==> config.mk <==
export PLATFORM = sky130hd
export DESIGN_NAME = line_segment_clipper_flat
export DESIGN_NICKNAME = d
export VERILOG_FILES = /design/src/rtl/core/lsc_pkg.sv /design/src/rtl/core/lsc_seg_if.sv /design/src/rtl/core/lsc_res_if.sv /design/src/rtl/core/lsc_div.sv /design/src/rtl/core/lsc_dp.sv /design/src/rtl/core/lsc_ctrl.sv /design/src/rtl/core/line_segment_clipper.sv /design/src/flat_wrapper.sv
export SDC_FILE = /design/constraint.sdc
export NUM_CORES = 2
export LEC_CHECK = 0
export BUFFER_PORTS_ARGS = -buffer_cell sky130_fd_sc_hd__buf_4
export CORE_ASPECT_RATIO = 2
export CORE_MARGIN = 10
export CORE_UTILIZATION = 60
export CTS_BUF_LIST = sky130_fd_sc_hd__clkbuf_16
export DETAILED_ROUTE_END_ITERATION = 10
export GPL_ROUTABILITY_DRIVEN = 0
export PLACE_DENSITY = 0.74
export SYNTH_ARGS = -nofsm -noshare
export SYNTH_HDL_FRONTEND = slang
export SYNTH_SLANG_ARGS = --single-unit
export TNS_END_PERCENT = 5
==> constraint.sdc <==
create_clock -name clk -period 8.83 [get_ports clk]
set_input_delay 0.4415 -clock clk [delete_from_list [all_inputs] [get_ports clk]]
set_output_delay 0.4415 -clock clk [all_outputs]
set_load 0.01 [all_outputs]
==> src/rtl/core/lsc_pkg.sv <==
`timescale 1ns / 1ps
// ----------------------------------------------------------------------------
// lsc_pkg: shared types and constants of the line segment clipper
// Register indexes, outcode bit positions and the control/status bundles
// that pass between the controller and the datapath.
// ----------------------------------------------------------------------------
package lsc_pkg;

	// default build parameters
	localparam int COORD_WIDTH_DEF    = 16;
	localparam int MAX_CLIP_STEPS_DEF = 8;

	// configuration registers
	localparam int DIM_WIDTH       = 15;
	localparam int CFG_INDEX_WIDTH = 1;

	localparam logic [CFG_INDEX_WIDTH-1:0] REG_SCREEN_WIDTH  = 1'd0;
	localparam logic [CFG_INDEX_WIDTH-1:0] REG_SCREEN_HEIGHT = 1'd1;

	localparam logic [DIM_WIDTH-1:0] SCREEN_WIDTH_RST  = 15'd1024;
	localparam logic [DIM_WIDTH-1:0] SCREEN_HEIGHT_RST = 15'd768;

	// outcode bit positions
	localparam int CODE_BOTTOM = 0;
	localparam int CODE_TOP    = 1;
	localparam int CODE_RIGHT  = 2;
	localparam int CODE_LEFT   = 3;

	// controller to datapath
	typedef struct packed {
		logic load;       // take a new segment
		logic setup;      // pick the clip edge and latch operands
		logic mul;        // register the product
		logic div_start;  // launch the divider
		logic update;     // move the clipped end point
		logic out_load;   // capture the result beat
	} lsc_cmd_t;

	// datapath to controller
	typedef struct packed {
		logic accept;     // both outcodes clear
		logic reject;     // outcodes share a bit
		logic div_done;   // quotient ready
	} lsc_sts_t;

endpackage

==> src/rtl/core/lsc_seg_if.sv <==
`timescale 1ns / 1ps
// ----------------------------------------------------------------------------
// lsc_seg_if: segment input channel
// Valid/ready channel carrying the two end points of one segment.
// ----------------------------------------------------------------------------
interface lsc_seg_if #(
	parameter int COORD_WIDTH = 16
);
	logic                          valid;
	logic                          ready;
	logic signed [COORD_WIDTH-1:0] start_x;
	logic signed [COORD_WIDTH-1:0] start_y;
	logic signed [COORD_WIDTH-1:0] end_x;
	logic signed [COORD_WIDTH-1:0] end_y;

	modport source (output valid, start_x, start_y, end_x, end_y, input ready);
	modport sink   (input valid, start_x, start_y, end_x, end_y, output ready);
endinterface

==> src/rtl/core/lsc_res_if.sv <==
`timescale 1ns / 1ps
// ----------------------------------------------------------------------------
// lsc_res_if: clip result channel
// Valid/ready channel carrying the visibility flag and the clipped points.
// ----------------------------------------------------------------------------
interface lsc_res_if #(
	parameter int COORD_WIDTH = 16
);
	logic                          valid;
	logic                          ready;
	logic                          visible;
	logic signed [COORD_WIDTH-1:0] clip_start_x;
	logic signed [COORD_WIDTH-1:0] clip_start_y;
	logic signed [COORD_WIDTH-1:0] clip_end_x;
	logic signed [COORD_WIDTH-1:0] clip_end_y;

	modport source (output valid, visible, clip_start_x, clip_start_y, clip_end_x,
		clip_end_y, input ready);
	modport sink   (input valid, visible, clip_start_x, clip_start_y, clip_end_x,
		clip_end_y, output ready);
endinterface

==> src/rtl/core/lsc_div.sv <==
`timescale 1ns / 1ps
// ----------------------------------------------------------------------------
// lsc_div: unsigned restoring divider, two quotient bits per cycle
// Divides a 2*MW bit dividend by an MW bit divisor whose quotient is known
// to fit in MW bits.
// ----------------------------------------------------------------------------
module lsc_div import lsc_pkg::*; #(
	parameter int MW = 18
) (
	input  logic            clk,
	input  logic            arst_n,
	input  logic            start,
	input  logic [2*MW-1:0] dividend,
	input  logic [MW-1:0]   divisor,
	output logic            done,
	output logic [MW-1:0]   quotient
);

	localparam int ITERS = MW / 2;
	localparam int CW    = $clog2(ITERS + 1);

	logic [MW-1:0] rem_q;
	logic [MW-1:0] dvd_q;
	logic [CW-1:0] cnt_q;
	logic          busy_q;

	logic [MW-1:0] rem_n;
	logic [MW-1:0] dvd_n;

	// two dependent restoring steps
	always_comb begin
		logic [MW:0] trial;
		rem_n = rem_q;
		dvd_n = dvd_q;
		for (int i = 0; i < 2; i++) begin
			trial = {rem_n, dvd_n[MW-1]};
			if (trial >= {1'b0, divisor}) begin
				rem_n = MW'(trial - {1'b0, divisor});
				dvd_n = {dvd_n[MW-2:0], 1'b1};
			end else begin
				rem_n = trial[MW-1:0];
				dvd_n = {dvd_n[MW-2:0], 1'b0};
			end
		end
	end

	// iteration control
	always_ff @(posedge clk or negedge arst_n) begin
		if (!arst_n) begin
			busy_q <= 1'b0;
			cnt_q  <= '0;
		end else if (start) begin
			busy_q <= 1'b1;
			cnt_q  <= CW'(ITERS);
		end else if (busy_q && cnt_q != '0) begin
			cnt_q <= cnt_q - 1'b1;
		end
	end

	// partial remainder and dividend/quotient shift register
	always_ff @(posedge clk) begin
		if (start) begin
			rem_q <= dividend[2*MW-1:MW];
			dvd_q <= dividend[MW-1:0];
		end else if (busy_q && cnt_q != '0) begin
			rem_q <= rem_n;
			dvd_q <= dvd_n;
		end
	end

	assign done     = busy_q && (cnt_q == '0);
	assign quotient = dvd_q;

endmodule

==> src/rtl/core/lsc_dp.sv <==
`timescale 1ns / 1ps
// ----------------------------------------------------------------------------
// lsc_dp: clipper datapath
// Holds the window size, the two working end points and their outcodes,
// the clip operand registers, the product register, the divider and the
// result registers.
// ----------------------------------------------------------------------------
module lsc_dp import lsc_pkg::*; #(
	parameter int COORD_WIDTH = COORD_WIDTH_DEF
) (
	input  logic                          clk,
	input  logic                          arst_n,
	input  logic                          cfg_we,
	input  logic [CFG_INDEX_WIDTH-1:0]    cfg_index,
	input  logic [DIM_WIDTH-1:0]          cfg_data,
	input  lsc_cmd_t                      cmd,
	output lsc_sts_t                      sts,
	input  logic signed [COORD_WIDTH-1:0] start_x,
	input  logic signed [COORD_WIDTH-1:0] start_y,
	input  logic signed [COORD_WIDTH-1:0] end_x,
	input  logic signed [COORD_WIDTH-1:0] end_y,
	output logic                          visible,
	output logic signed [COORD_WIDTH-1:0] clip_start_x,
	output logic signed [COORD_WIDTH-1:0] clip_start_y,
	output logic signed [COORD_WIDTH-1:0] clip_end_x,
	output logic signed [COORD_WIDTH-1:0] clip_end_y
);

	// working coordinates also hold window edges up to 32766
	localparam int IW = ((COORD_WIDTH > DIM_WIDTH + 1) ? COORD_WIDTH : DIM_WIDTH + 1) + 1;
	localparam int DW = IW + 1;                 // differences
	localparam int MW = ((IW + 2) / 2) * 2;     // magnitudes, even for the divider
	localparam int AW = MW + 1;                 // signed quotient term

	function automatic logic [3:0] outcode(input logic signed [IW-1:0] x,
		input logic signed [IW-1:0] y, input logic signed [IW-1:0] w,
		input logic signed [IW-1:0] h);
		logic [3:0] c;
		c = '0;
		if (y >= h)
			c[CODE_BOTTOM] = 1'b1;
		else if (y[IW-1])
			c[CODE_TOP] = 1'b1;
		if (x >= w)
			c[CODE_RIGHT] = 1'b1;
		else if (x[IW-1])
			c[CODE_LEFT] = 1'b1;
		return c;
	endfunction

	function automatic logic [MW-1:0] mag(input logic signed [DW-1:0] v);
		logic [DW-1:0] u;
		u = v[DW-1] ? (~v + 1'b1) : v;
		return MW'(u);
	endfunction

	function automatic logic signed [DW-1:0] ext(input logic signed [IW-1:0] v);
		return {v[IW-1], v};
	endfunction

	logic [DIM_WIDTH-1:0] w_q;
	logic [DIM_WIDTH-1:0] h_q;
	logic signed [IW-1:0] w_s;
	logic signed [IW-1:0] h_s;

	logic signed [IW-1:0] x1_q, y1_q, x2_q, y2_q;
	logic [3:0]           c1, c2, sel;

	logic [MW-1:0]        mag_m_q, mag_n_q, mag_d_q;
	logic                 neg_q, dz_q, on_y_q, first_q;
	logic signed [IW-1:0] fix_q;
	logic [2*MW-1:0]      prod_q;

	logic signed [DW-1:0] dx, dy, op_m, op_n, op_d;
	logic signed [IW-1:0] op_fix;
	logic                 op_on_y;

	logic                 div_done;
	logic [MW-1:0]        quo;
	logic signed [AW-1:0] term, base, sum;
	logic signed [IW-1:0] newc;

	logic                 vis_q;
	logic signed [COORD_WIDTH-1:0] ox1_q, oy1_q, ox2_q, oy2_q;

	// window size registers
	always_ff @(posedge clk or negedge arst_n) begin
		if (!arst_n) begin
			w_q <= SCREEN_WIDTH_RST;
			h_q <= SCREEN_HEIGHT_RST;
		end else if (cfg_we) begin
			unique case (cfg_index)
				REG_SCREEN_WIDTH:  w_q <= cfg_data;
				REG_SCREEN_HEIGHT: h_q <= cfg_data;
			endcase
		end
	end

	assign w_s = $signed({{(IW-DIM_WIDTH){1'b0}}, w_q});
	assign h_s = $signed({{(IW-DIM_WIDTH){1'b0}}, h_q});

	// outcodes of the current end points
	assign c1  = outcode(x1_q, y1_q, w_s, h_s);
	assign c2  = outcode(x2_q, y2_q, w_s, h_s);
	assign sel = (c1 != '0) ? c1 : c2;

	assign sts.accept   = (c1 | c2) == '0;
	assign sts.reject   = (c1 & c2) != '0;
	assign sts.div_done = div_done;

	// clip edge selection, interpolating from the first point
	assign dx = ext(x2_q) - ext(x1_q);
	assign dy = ext(y2_q) - ext(y1_q);

	always_comb begin
		priority if (sel[CODE_BOTTOM]) begin
			op_m    = dx;
			op_n    = ext(h_s) - ext(y1_q);
			op_d    = dy;
			op_fix  = h_s - 1'b1;
			op_on_y = 1'b1;
		end else if (sel[CODE_TOP]) begin
			op_m    = dx;
			op_n    = '0 - ext(y1_q);
			op_d    = dy;
			op_fix  = '0;
			op_on_y = 1'b1;
		end else if (sel[CODE_RIGHT]) begin
			op_m    = dy;
			op_n    = ext(w_s) - ext(x1_q);
			op_d    = dx;
			op_fix  = w_s - 1'b1;
			op_on_y = 1'b0;
		end else begin
			op_m    = dy;
			op_n    = '0 - ext(x1_q);
			op_d    = dx;
			op_fix  = '0;
			op_on_y = 1'b0;
		end
	end

	// operand latch and product register
	always_ff @(posedge clk) begin
		if (cmd.setup) begin
			mag_m_q <= mag(op_m);
			mag_n_q <= mag(op_n);
			mag_d_q <= mag(op_d);
			neg_q   <= op_m[DW-1] ^ op_n[DW-1] ^ op_d[DW-1];
			dz_q    <= (op_d == '0);
			on_y_q  <= op_on_y;
			first_q <= (c1 != '0);
			fix_q   <= op_fix;
		end
		if (cmd.mul)
			prod_q <= mag_m_q * mag_n_q;
	end

	lsc_div #(
		.MW(MW)
	) u_div (
		.clk      (clk),
		.arst_n   (arst_n),
		.start    (cmd.div_start),
		.dividend (prod_q),
		.divisor  (mag_d_q),
		.done     (div_done),
		.quotient (quo)
	);

	// new coordinate along the clip edge
	always_comb begin
		if (dz_q)
			term = '0;
		else if (neg_q)
			term = '0 - $signed({1'b0, quo});
		else
			term = $signed({1'b0, quo});
		base = on_y_q ? AW'(x1_q) : AW'(y1_q);
		sum  = base + term;
		newc = sum[IW-1:0];
	end

	// working end points
	always_ff @(posedge clk) begin
		if (cmd.load) begin
			x1_q <= {{(IW-COORD_WIDTH){start_x[COORD_WIDTH-1]}}, start_x};
			y1_q <= {{(IW-COORD_WIDTH){start_y[COORD_WIDTH-1]}}, start_y};
			x2_q <= {{(IW-COORD_WIDTH){end_x[COORD_WIDTH-1]}}, end_x};
			y2_q <= {{(IW-COORD_WIDTH){end_y[COORD_WIDTH-1]}}, end_y};
		end else if (cmd.update) begin
			if (first_q) begin
				x1_q <= on_y_q ? newc : fix_q;
				y1_q <= on_y_q ? fix_q : newc;
			end else begin
				x2_q <= on_y_q ? newc : fix_q;
				y2_q <= on_y_q ? fix_q : newc;
			end
		end
	end

	// result beat registers
	always_ff @(posedge clk) begin
		if (cmd.out_load) begin
			vis_q <= sts.accept;
			ox1_q <= x1_q[COORD_WIDTH-1:0];
			oy1_q <= y1_q[COORD_WIDTH-1:0];
			ox2_q <= x2_q[COORD_WIDTH-1:0];
			oy2_q <= y2_q[COORD_WIDTH-1:0];
		end
	end

	assign visible      = vis_q;
	assign clip_start_x = ox1_q;
	assign clip_start_y = oy1_q;
	assign clip_end_x   = ox2_q;
	assign clip_end_y   = oy2_q;

endmodule

==> src/rtl/core/lsc_ctrl.sv <==
`timescale 1ns / 1ps
// ----------------------------------------------------------------------------
// lsc_ctrl: clipper sequencer
// Walks each segment through trivial accept/reject checks and edge clips,
// counts clip steps and owns the input ready and the result valid.
// ----------------------------------------------------------------------------
module lsc_ctrl import lsc_pkg::*; #(
	parameter int MAX_CLIP_STEPS = MAX_CLIP_STEPS_DEF
) (
	input  logic     clk,
	input  logic     arst_n,
	input  logic     in_valid,
	output logic     in_ready,
	output logic     out_valid,
	input  logic     out_ready,
	output lsc_cmd_t cmd,
	input  lsc_sts_t sts
);

	localparam int SW = $clog2(MAX_CLIP_STEPS + 1);

	typedef enum logic [2:0] {
		S_IDLE,
		S_CHECK,
		S_MUL,
		S_DIVLD,
		S_DIV,
		S_UPD,
		S_DONE
	} state_t;

	state_t        state_q;
	logic [SW-1:0] step_q;
	logic          out_valid_q;
	logic          finish;
	logic          out_free;

	assign finish   = sts.accept || sts.reject || (step_q == SW'(MAX_CLIP_STEPS));
	assign out_free = !out_valid_q || out_ready;

	// command decode
	always_comb begin
		cmd           = '0;
		cmd.load      = (state_q == S_IDLE) && in_valid;
		cmd.setup     = (state_q == S_CHECK) && !finish;
		cmd.mul       = (state_q == S_MUL);
		cmd.div_start = (state_q == S_DIVLD);
		cmd.update    = (state_q == S_UPD);
		cmd.out_load  = (state_q == S_DONE) && out_free;
	end

	// state, step count and result valid
	always_ff @(posedge clk or negedge arst_n) begin
		if (!arst_n) begin
			state_q     <= S_IDLE;
			step_q      <= '0;
			out_valid_q <= 1'b0;
		end else begin
			if (cmd.out_load)
				out_valid_q <= 1'b1;
			else if (out_ready)
				out_valid_q <= 1'b0;

			unique case (state_q)
				S_IDLE: begin
					if (in_valid) begin
						step_q  <= '0;
						state_q <= S_CHECK;
					end
				end
				S_CHECK: begin
					if (finish) begin
						state_q <= S_DONE;
					end else begin
						step_q  <= step_q + 1'b1;
						state_q <= S_MUL;
					end
				end
				S_MUL:   state_q <= S_DIVLD;
				S_DIVLD: state_q <= S_DIV;
				S_DIV: begin
					if (sts.div_done)
						state_q <= S_UPD;
				end
				S_UPD:   state_q <= S_CHECK;
				S_DONE: begin
					if (out_free)
						state_q <= S_IDLE;
				end
				default: state_q <= S_IDLE;
			endcase
		end
	end

	assign in_ready  = (state_q == S_IDLE);
	assign out_valid = out_valid_q;

endmodule

==> src/rtl/core/line_segment_clipper.sv <==
`timescale 1ns / 1ps
// Edge clips per segment: 0 to MAX_CLIP_STEPS; the divider width MW = 18 for 16-bit points.
// Each clip runs setup, multiply, divider start, divide and update; the divider yields two
// quotient bits a cycle.
// Throughput: one segment at a time; the next segment is taken while a result waits.
// Reset: arst_n clears the sequencer and sets the window to 1024 x 768.
// ----------------------------------------------------------------------------
// line_segment_clipper: Cohen-Sutherland segment clipper
// Clips a segment to the window 0..width-1 by 0..height-1 with a sequencer
// driving a multiply/divide datapath, one edge clip at a time.
// ----------------------------------------------------------------------------
module line_segment_clipper import lsc_pkg::*; #(
	parameter int COORD_WIDTH    = COORD_WIDTH_DEF,
	parameter int MAX_CLIP_STEPS = MAX_CLIP_STEPS_DEF
) (
	input  logic                       clk,
	input  logic                       arst_n,
	input  logic                       cfg_we,
	input  logic [CFG_INDEX_WIDTH-1:0] cfg_index,
	input  logic [DIM_WIDTH-1:0]       cfg_data,
	lsc_seg_if.sink                    seg,
	lsc_res_if.source                  res
);

	lsc_cmd_t cmd;
	lsc_sts_t sts;

	// sequencer
	lsc_ctrl #(
		.MAX_CLIP_STEPS(MAX_CLIP_STEPS)
	) u_ctrl (
		.clk       (clk),
		.arst_n    (arst_n),
		.in_valid  (seg.valid),
		.in_ready  (seg.ready),
		.out_valid (res.valid),
		.out_ready (res.ready),
		.cmd       (cmd),
		.sts       (sts)
	);

	// arithmetic and result registers
	lsc_dp #(
		.COORD_WIDTH(COORD_WIDTH)
	) u_dp (
		.clk          (clk),
		.arst_n       (arst_n),
		.cfg_we       (cfg_we),
		.cfg_index    (cfg_index),
		.cfg_data     (cfg_data),
		.cmd          (cmd),
		.sts          (sts),
		.start_x      (seg.start_x),
		.start_y      (seg.start_y),
		.end_x        (seg.end_x),
		.end_y        (seg.end_y),
		.visible      (res.visible),
		.clip_start_x (res.clip_start_x),
		.clip_start_y (res.clip_start_y),
		.clip_end_x   (res.clip_end_x),
		.clip_end_y   (res.clip_end_y)
	);

endmodule

==> src/flat_wrapper.sv <==
// flat-port wrapper written by rule: the top's interface ports become plain ports
module line_segment_clipper_flat import lsc_pkg::*;
#(
	parameter int COORD_WIDTH    = COORD_WIDTH_DEF,
	parameter int MAX_CLIP_STEPS = MAX_CLIP_STEPS_DEF
)
  (clk, arst_n, cfg_we, cfg_index, cfg_data, seg_valid, seg_start_x, seg_start_y, seg_end_x, seg_end_y, seg_ready, res_valid, res_visible, res_clip_start_x, res_clip_start_y, res_clip_end_x, res_clip_end_y, res_ready);
  lsc_seg_if #(.COORD_WIDTH(COORD_WIDTH)) seg_i ();
  lsc_res_if #(.COORD_WIDTH(COORD_WIDTH)) res_i ();
  input  logic clk;
  input  logic arst_n;
  input  logic cfg_we;
  input  logic [CFG_INDEX_WIDTH-1:0] cfg_index;
  input  logic [DIM_WIDTH-1:0] cfg_data;
  input wire logic [$bits(seg_i.valid)-1:0] seg_valid;
  input wire logic [$bits(seg_i.start_x)-1:0] seg_start_x;
  input wire logic [$bits(seg_i.start_y)-1:0] seg_start_y;
  input wire logic [$bits(seg_i.end_x)-1:0] seg_end_x;
  input wire logic [$bits(seg_i.end_y)-1:0] seg_end_y;
  output wire logic [$bits(seg_i.ready)-1:0] seg_ready;
  output wire logic [$bits(res_i.valid)-1:0] res_valid;
  output wire logic [$bits(res_i.visible)-1:0] res_visible;
  output wire logic [$bits(res_i.clip_start_x)-1:0] res_clip_start_x;
  output wire logic [$bits(res_i.clip_start_y)-1:0] res_clip_start_y;
  output wire logic [$bits(res_i.clip_end_x)-1:0] res_clip_end_x;
  output wire logic [$bits(res_i.clip_end_y)-1:0] res_clip_end_y;
  input wire logic [$bits(res_i.ready)-1:0] res_ready;
  assign seg_i.valid = seg_valid;
  assign seg_i.start_x = seg_start_x;
  assign seg_i.start_y = seg_start_y;
  assign seg_i.end_x = seg_end_x;
  assign seg_i.end_y = seg_end_y;
  assign seg_ready = seg_i.ready;
  assign res_valid = res_i.valid;
  assign res_visible = res_i.visible;
  assign res_clip_start_x = res_i.clip_start_x;
  assign res_clip_start_y = res_i.clip_start_y;
  assign res_clip_end_x = res_i.clip_end_x;
  assign res_clip_end_y = res_i.clip_end_y;
  assign res_i.ready = res_ready;
  line_segment_clipper #(.COORD_WIDTH(COORD_WIDTH), .MAX_CLIP_STEPS(MAX_CLIP_STEPS)) u_core (.clk(clk), .arst_n(arst_n), .cfg_we(cfg_we), .cfg_index(cfg_index), .cfg_data(cfg_data), .seg(seg_i), .res(res_i));
endmodule
### Word level (Yosys, flattened, before mapping)

Index checks and enable logic that the tools add are counted.

| storage, ports and cells | value |
|---|---|
| register bits after elaboration | 323 |
| input port bits | 85 |
| output and inout bits | 67 |
| logic and storage cells | 166 |

| cells by class | value |
|---|---|
| add/subtract/negate cells | 17 |
| $mul | 1 |
| order comparisons | 6 |
| eq/ne operators | 12 |
| multiplexer cells | 64 |
| bitwise operators | 8 |
| reductions and logical operators | 28 |

Operators with widths:

| cell | number |
|---|---|
| 2-to-1 mux 17 bit | 23 |
| 2-to-1 mux 18 bit | 13 |
| greater-or-equal comparator 17 x 16 -> 1 bit | 4 |
| adder 18 x 1 -> 18 bit, second input constant | 3 |
| NOT 18 bit | 3 |
| greater-or-equal comparator 19 x 18 -> 1 bit | 2 |
| multiplier 18 x 18 -> 36 bit | 1 |
| subtractor 1 x 17 -> 18 bit, first input constant | 2 |
| subtractor 16 x 17 -> 18 bit | 2 |
| subtractor 17 x 17 -> 18 bit | 2 |
| subtractor 18 bit | 2 |
| subtractor 15 x 1 -> 16 bit, second input constant | 2 |
| one-hot mux 3 bit (7 select lines) | 1 |
| zero test 18 bit | 1 |
| adder 17 bit | 1 |
| 2-to-1 mux 1 bit | 17 |
| subtractor 1 x 17 -> 17 bit, first input constant | 1 |
| 2-to-1 mux 4 bit | 4 |
| 2-to-1 mux 3 bit | 5 |
| nonzero test 4 bit | 3 |
| nonzero test 2 bit | 5 |
| equality test 3 bit, second input constant | 3 |
| zero test 4 bit | 2 |
| inequality test 2 bit, second input constant | 4 |
| 17 further kinds | 30 |

### Longest topological paths before layout

| logic depth | value |
|---|---|
| depth after elaboration | 10 |
| mapped depth | 27 |
| gate-level depth less buffers | 25 |

### Cells and area by module

From an unflattened synthesis, not the netlist that was laid out.

| unflattened totals | value |
|---|---|
| cell total of the unflattened synthesis | 3464 |
| area, all modules | 32668.8 sq um |

By module, submodules not included:

| module | times used | cells an instance | area each (sq um) | seq. area each (sq um) |
|---|---|---|---|---|
| lsc_dp | 1 | 2991 | 28293.4 | 8051.5 |
| lsc_div | 1 | 414 | 3868.7 | 1206.2 |
| lsc_ctrl | 1 | 59 | 506.7 | 200.2 |

### Worst setup path after synthesis

Ideal clock, no wire load.

| timing | value |
|---|---|
| path kind | register -> register |
| start | reg u_core.u_dp.h_q[0] |
| end | reg u_core.u_ctrl.step_q[3] |
| setup time | 0.132 ns |
| data arrival time | 6.703 ns |
| data required time | 8.698 ns |
| slack | 1.995 ns |
| stages on the path, launching flop included | 18 |
| path buffers | 1 |
| clock period less this slack | 6.835 ns |
| cell sequence | dfrtp_1 > inv_1 > ha_1 > inv_1 > fa_1 > a21o_1 > a221o_2 > a311oi_4 > o311a_2 > nor3_2 > buf_6 > nand2_1 > nor2_1 > a2111o_1 > nor2_1 > nand4_1 > xor2_1 > nor2_1 |

RTL lines:

| item | line | RTL |
|---|---|---|
| start: declaration | lsc_dp.sv:62 | `logic [DIM_WIDTH-1:0] h_q;` |
| start signal: assignment | lsc_dp.sv:94 | `REG_SCREEN_HEIGHT: h_q <= cfg_data;` |
| end signal: assignment | lsc_ctrl.sv:75 | `step_q <= step_q + 1'b1;` |
| end: declaration | lsc_ctrl.sv:33 | `logic [SW-1:0] step_q;` |

### Worst setup path in the final report

| timing | value |
|---|---|
| start | reg u_core.u_dp.mag_m_q[8] |
| end | reg u_core.u_dp.prod_q[32], data pin |

| between the ends | value |
|---|---|
| longest elaborated chain between the ends | 1 |

Ends and longest elaborated chain:

| item | line | RTL |
|---|---|---|
| start: declaration | lsc_dp.sv:69 | `logic [MW-1:0] mag_m_q, mag_n_q, mag_d_q;` |
| start signal: assignment | lsc_dp.sv:146 | `mag_m_q <= mag(op_m);` |
| multiplier 18 x 18 -> 36 bit | lsc_dp.sv:156 | `prod_q <= mag_m_q * mag_n_q;` |
| end signal: assignment | lsc_dp.sv:156 |  |
| end: declaration | lsc_dp.sv:72 | `logic [2*MW-1:0] prod_q;` |

No other way between the ends.
A chain may end at the register's enable or synchronous reset.

==> metrics.yaml <==
grt:
  grt_pass1_wl_microns: 168000
  grt_pass1_vias: 28200
  grt-ovfl-total: 0
  grt_antenna_before_repair: 6
  grt_max_degree: 77
  grtUsageTotal: 0.354
floorplanning:
  ioPinCount: 152
  die_h_microns: 348
  rows: 120
  start_util: 0.603
  die_area_sq_um: 64000
  fp.coreArea_sq_um: 53500
  fp.dieW_microns: 184
route:
  wl_per_cell_microns: 26.6
  via_per_inst: 6.33
  routed_wl_microns: 113000
  vias: 26800
  dr.pass1.iters: 8
  drtIter0Drc: 2022
  drc: 0
  ant_nets: 0
clocking:
  cts_buffers: 30
  clockBufferDepth: 3
  htreeDepth: 1
  clk_pin_slew_worst_paths_ns: 0.07
  cts_root_buf: "clkbuf_16"
  cts.sinks: 322
  clock_insertion_delay_worst_skew_ns: 0.66
  cts_tree: "yes"
run_status:
  violations: "max-capacitance violations, max-slew violations"
  status: "finished, violations left"
worst_setup_path:
  cp_max_fo: 18
  cp.required_ns: 9.20
  worstSetupPathType: "reg -> reg"
  worstReg2RegStart: "u_core.u_dp.mag_m_q[8]"
  cp.arrival_ns: 7.77
  timing.rr.end: "u_core.u_dp.prod_q[32]"
  end_kind: "flop"
  start_kind: "flop"
  ff2ff_path_depth: 21
  regToRegSetupSlack_ns: 1.43
yosys:
  async_reset_ff_frac: 0.134
  yosysWarnings: 0
  syn_area_per_cell_sq_um: 9.37
  synth-main-ff-cell: "edfxtp_1"
  synthCells: 3439
  synth_seq_cells: 322
  syn_nets: 4054
  synth_top_area_share: 0.260
  synth_most_common_cell: "inv_1"
  syn_area_sq_um: 32200
  synth_edf_count: 279
  synth_area_leader_cell: "edfxtp_1"
  synth_cell_types: 97
  ys_top_cells_by_area: "edfxtp_1, fa_1, ha_1, inv_1, xnor2_1"
  synthTopCellsByCount: "inv_1, nand2_1, edfxtp_1"
  ys_seq_area_frac: 0.293
min_path:
  whs_endpoint: "u_core.u_dp.w_q[13]"
  whs_path_depth: 3
  min_path_type: "in -> reg"
  min_from: "cfg_data[13]"
sta:
  slew_viol_final: 2
  tns_ns: 0
  setup_violations: 0
  grt_setup_unrepaired: "false"
  timing.fmax_mhz: 135
  finClkSkew_ns: 0.0410
  relSlewSlack: -0.0369
  tightest_slew_ns: 1.54
  fin_crit_sh: 0.838
  min_period_ns: 7.40
  hold_viol: 0
placement:
  dp_hpwl_microns: 89200
  io_buffers: 151
cells_and_area:
  drive_gt1_frac: 0.0854
  synthToLayoutAreaGrowth_pct: 8.81
  fillers: 4252
  num-nets-final: 4152
flow_run:
  drv_cap: 1
[state kept, by name, summed over array words and instances, names as in the netlist, 4 cells and up]
register,flops
u_core.u_ctrl.step_q,4
u_core.u_dp.clip_end_x,16
u_core.u_dp.clip_end_y,16
u_core.u_dp.clip_start_x,16
u_core.u_dp.clip_start_y,16
u_core.u_dp.fix_q,16
u_core.u_dp.h_q,15
u_core.u_dp.mag_d_q,18
u_core.u_dp.mag_m_q,18
u_core.u_dp.mag_n_q,18
u_core.u_dp.prod_q,36
u_core.u_dp.u_div.cnt_q,4
u_core.u_dp.u_div.quotient,18
u_core.u_dp.u_div.rem_q,18
u_core.u_dp.w_q,15
u_core.u_dp.x1_q,17
u_core.u_dp.x2_q,17
u_core.u_dp.y1_q,17
u_core.u_dp.y2_q,17
[routing by layer]
layer | GRT usage | wire, microns
met1 | 0.313 | 32500
met2 | 0.601 | 55600
met3 | 0.0887 | 8640
met4 | 0.405 | 15900
met5 | 0 | 54
[worst max path at each step]
| stage | startpoint | to | slack (ns) | cells past startpoint |
|---|---|---|---|---|
| 2_1_floorplan | u_core.u_dp.h_q[0] | u_core.u_ctrl.step_q[3] | 2.00 | 17 |
| 3_3_place_gp | u_core.u_dp.mag_n_q[9] | u_core.u_dp.prod_q[34] | 1.76 | 23 |
| 3_5_place_dp | u_core.u_dp.mag_n_q[9] | u_core.u_dp.prod_q[32] | 1.60 | 23 |
| 4_1_cts | u_core.u_dp.mag_m_q[8] | u_core.u_dp.prod_q[32] | 1.53 | 21 |
| 5_1_grt | u_core.u_dp.mag_m_q[8] | u_core.u_dp.prod_q[34] | 1.12 | 21 |
| 6_report | u_core.u_dp.mag_m_q[8] | u_core.u_dp.prod_q[32] | 1.43 | 21 |
[cell usage in the layout (no fill, tap or decap), types with 145 or more instances in the layout]
cell type / n
nand2_1: 395
fa_1: 263
ha_1: 267
a21oi_1: 175
edfxtp_1: 279
and2_1: 145
xnor2_1: 181
buf_4: 180
inv_1: 453
nor2_1: 255
[logic make-up (layout without fill, tap and decap cells)]
kind of cell	Yosys count	count (layout)	synth area share
AND/OR/NAND/NOR	1074	1074	0.155
AO/OA/AOI/OAI	641	641	0.131
buffers and inverters	565	687	0.0670
adder cells (fa/ha/maj)	530	530	0.267
flip-flops	322	322	0.293
XOR/XNOR	245	245	0.0666
multiplexers	61	61	0.0198
other	1	5	0.000116
[through the flow]
| stage | std cells | hold slack (ns) | worst slack, ns | instance area, sq um | utilization |
|---|---|---|---|---|---|
| 2_1_floorplan | 3439 | 0.146 | 2.00 | 32200 | - |
| 3_3_place_gp | 4175 | 0.454 | 1.76 | 34000 | 0.636 |
| 3_5_place_dp | 4175 | 0.441 | 1.60 | 34000 | 0.636 |
| 4_1_cts | 4232 | 0.0425 | 1.53 | 35100 | 0.656 |
| 5_1_grt | 4233 | 0.0512 | 1.12 | 35100 | 0.656 |
| 6_report | 4236 | 0.0377 | 1.43 | 35100 | 0.656 |
[critical path, stage by stage (launching register included)]
cell      delay [ns]
edfxtp_1        0.82
nand2_1         0.17
fa_1            0.58
inv_1           0.06
fa_1            0.49
fa_1            0.59
fa_1            0.44
fa_1            0.49
inv_1           0.05
fa_1            0.51
inv_1           0.06
ha_1            0.31
a211oi_1        0.53
a21boi_0        0.25
nor3b_1         0.21
o21ai_0         0.19
a311oi_1        0.26
a2111o_1        0.43
a21oi_1         0.27
o21bai_1        0.10
a21oi_1         0.20
xnor2_1         0.11
[final cells by class]
class                           instances  area [sq um]  area share
Clock buffer                           30           751      0.0214
Antenna cell                            4          10.0    0.000285
Multi-Input combinational cell       2552         20700       0.589
Inverter                              450          1690      0.0482
Clock inverter                         26           299     0.00853
Tap cell                              671           840      0.0239
Sequential cell                       322          9460       0.270
Timing Repair Buffer                  181          1360      0.0388
[repair_timing]
item	in CTS	in global routing
hold buffers	1	0
resized for setup	0	0
buffers inserted	0	0
endpoints found under the hold margin	40	0
Power is left out: the tool's default activity adds up to more than one toggle a clock period on the data nets, which glitch-free logic cannot reach.
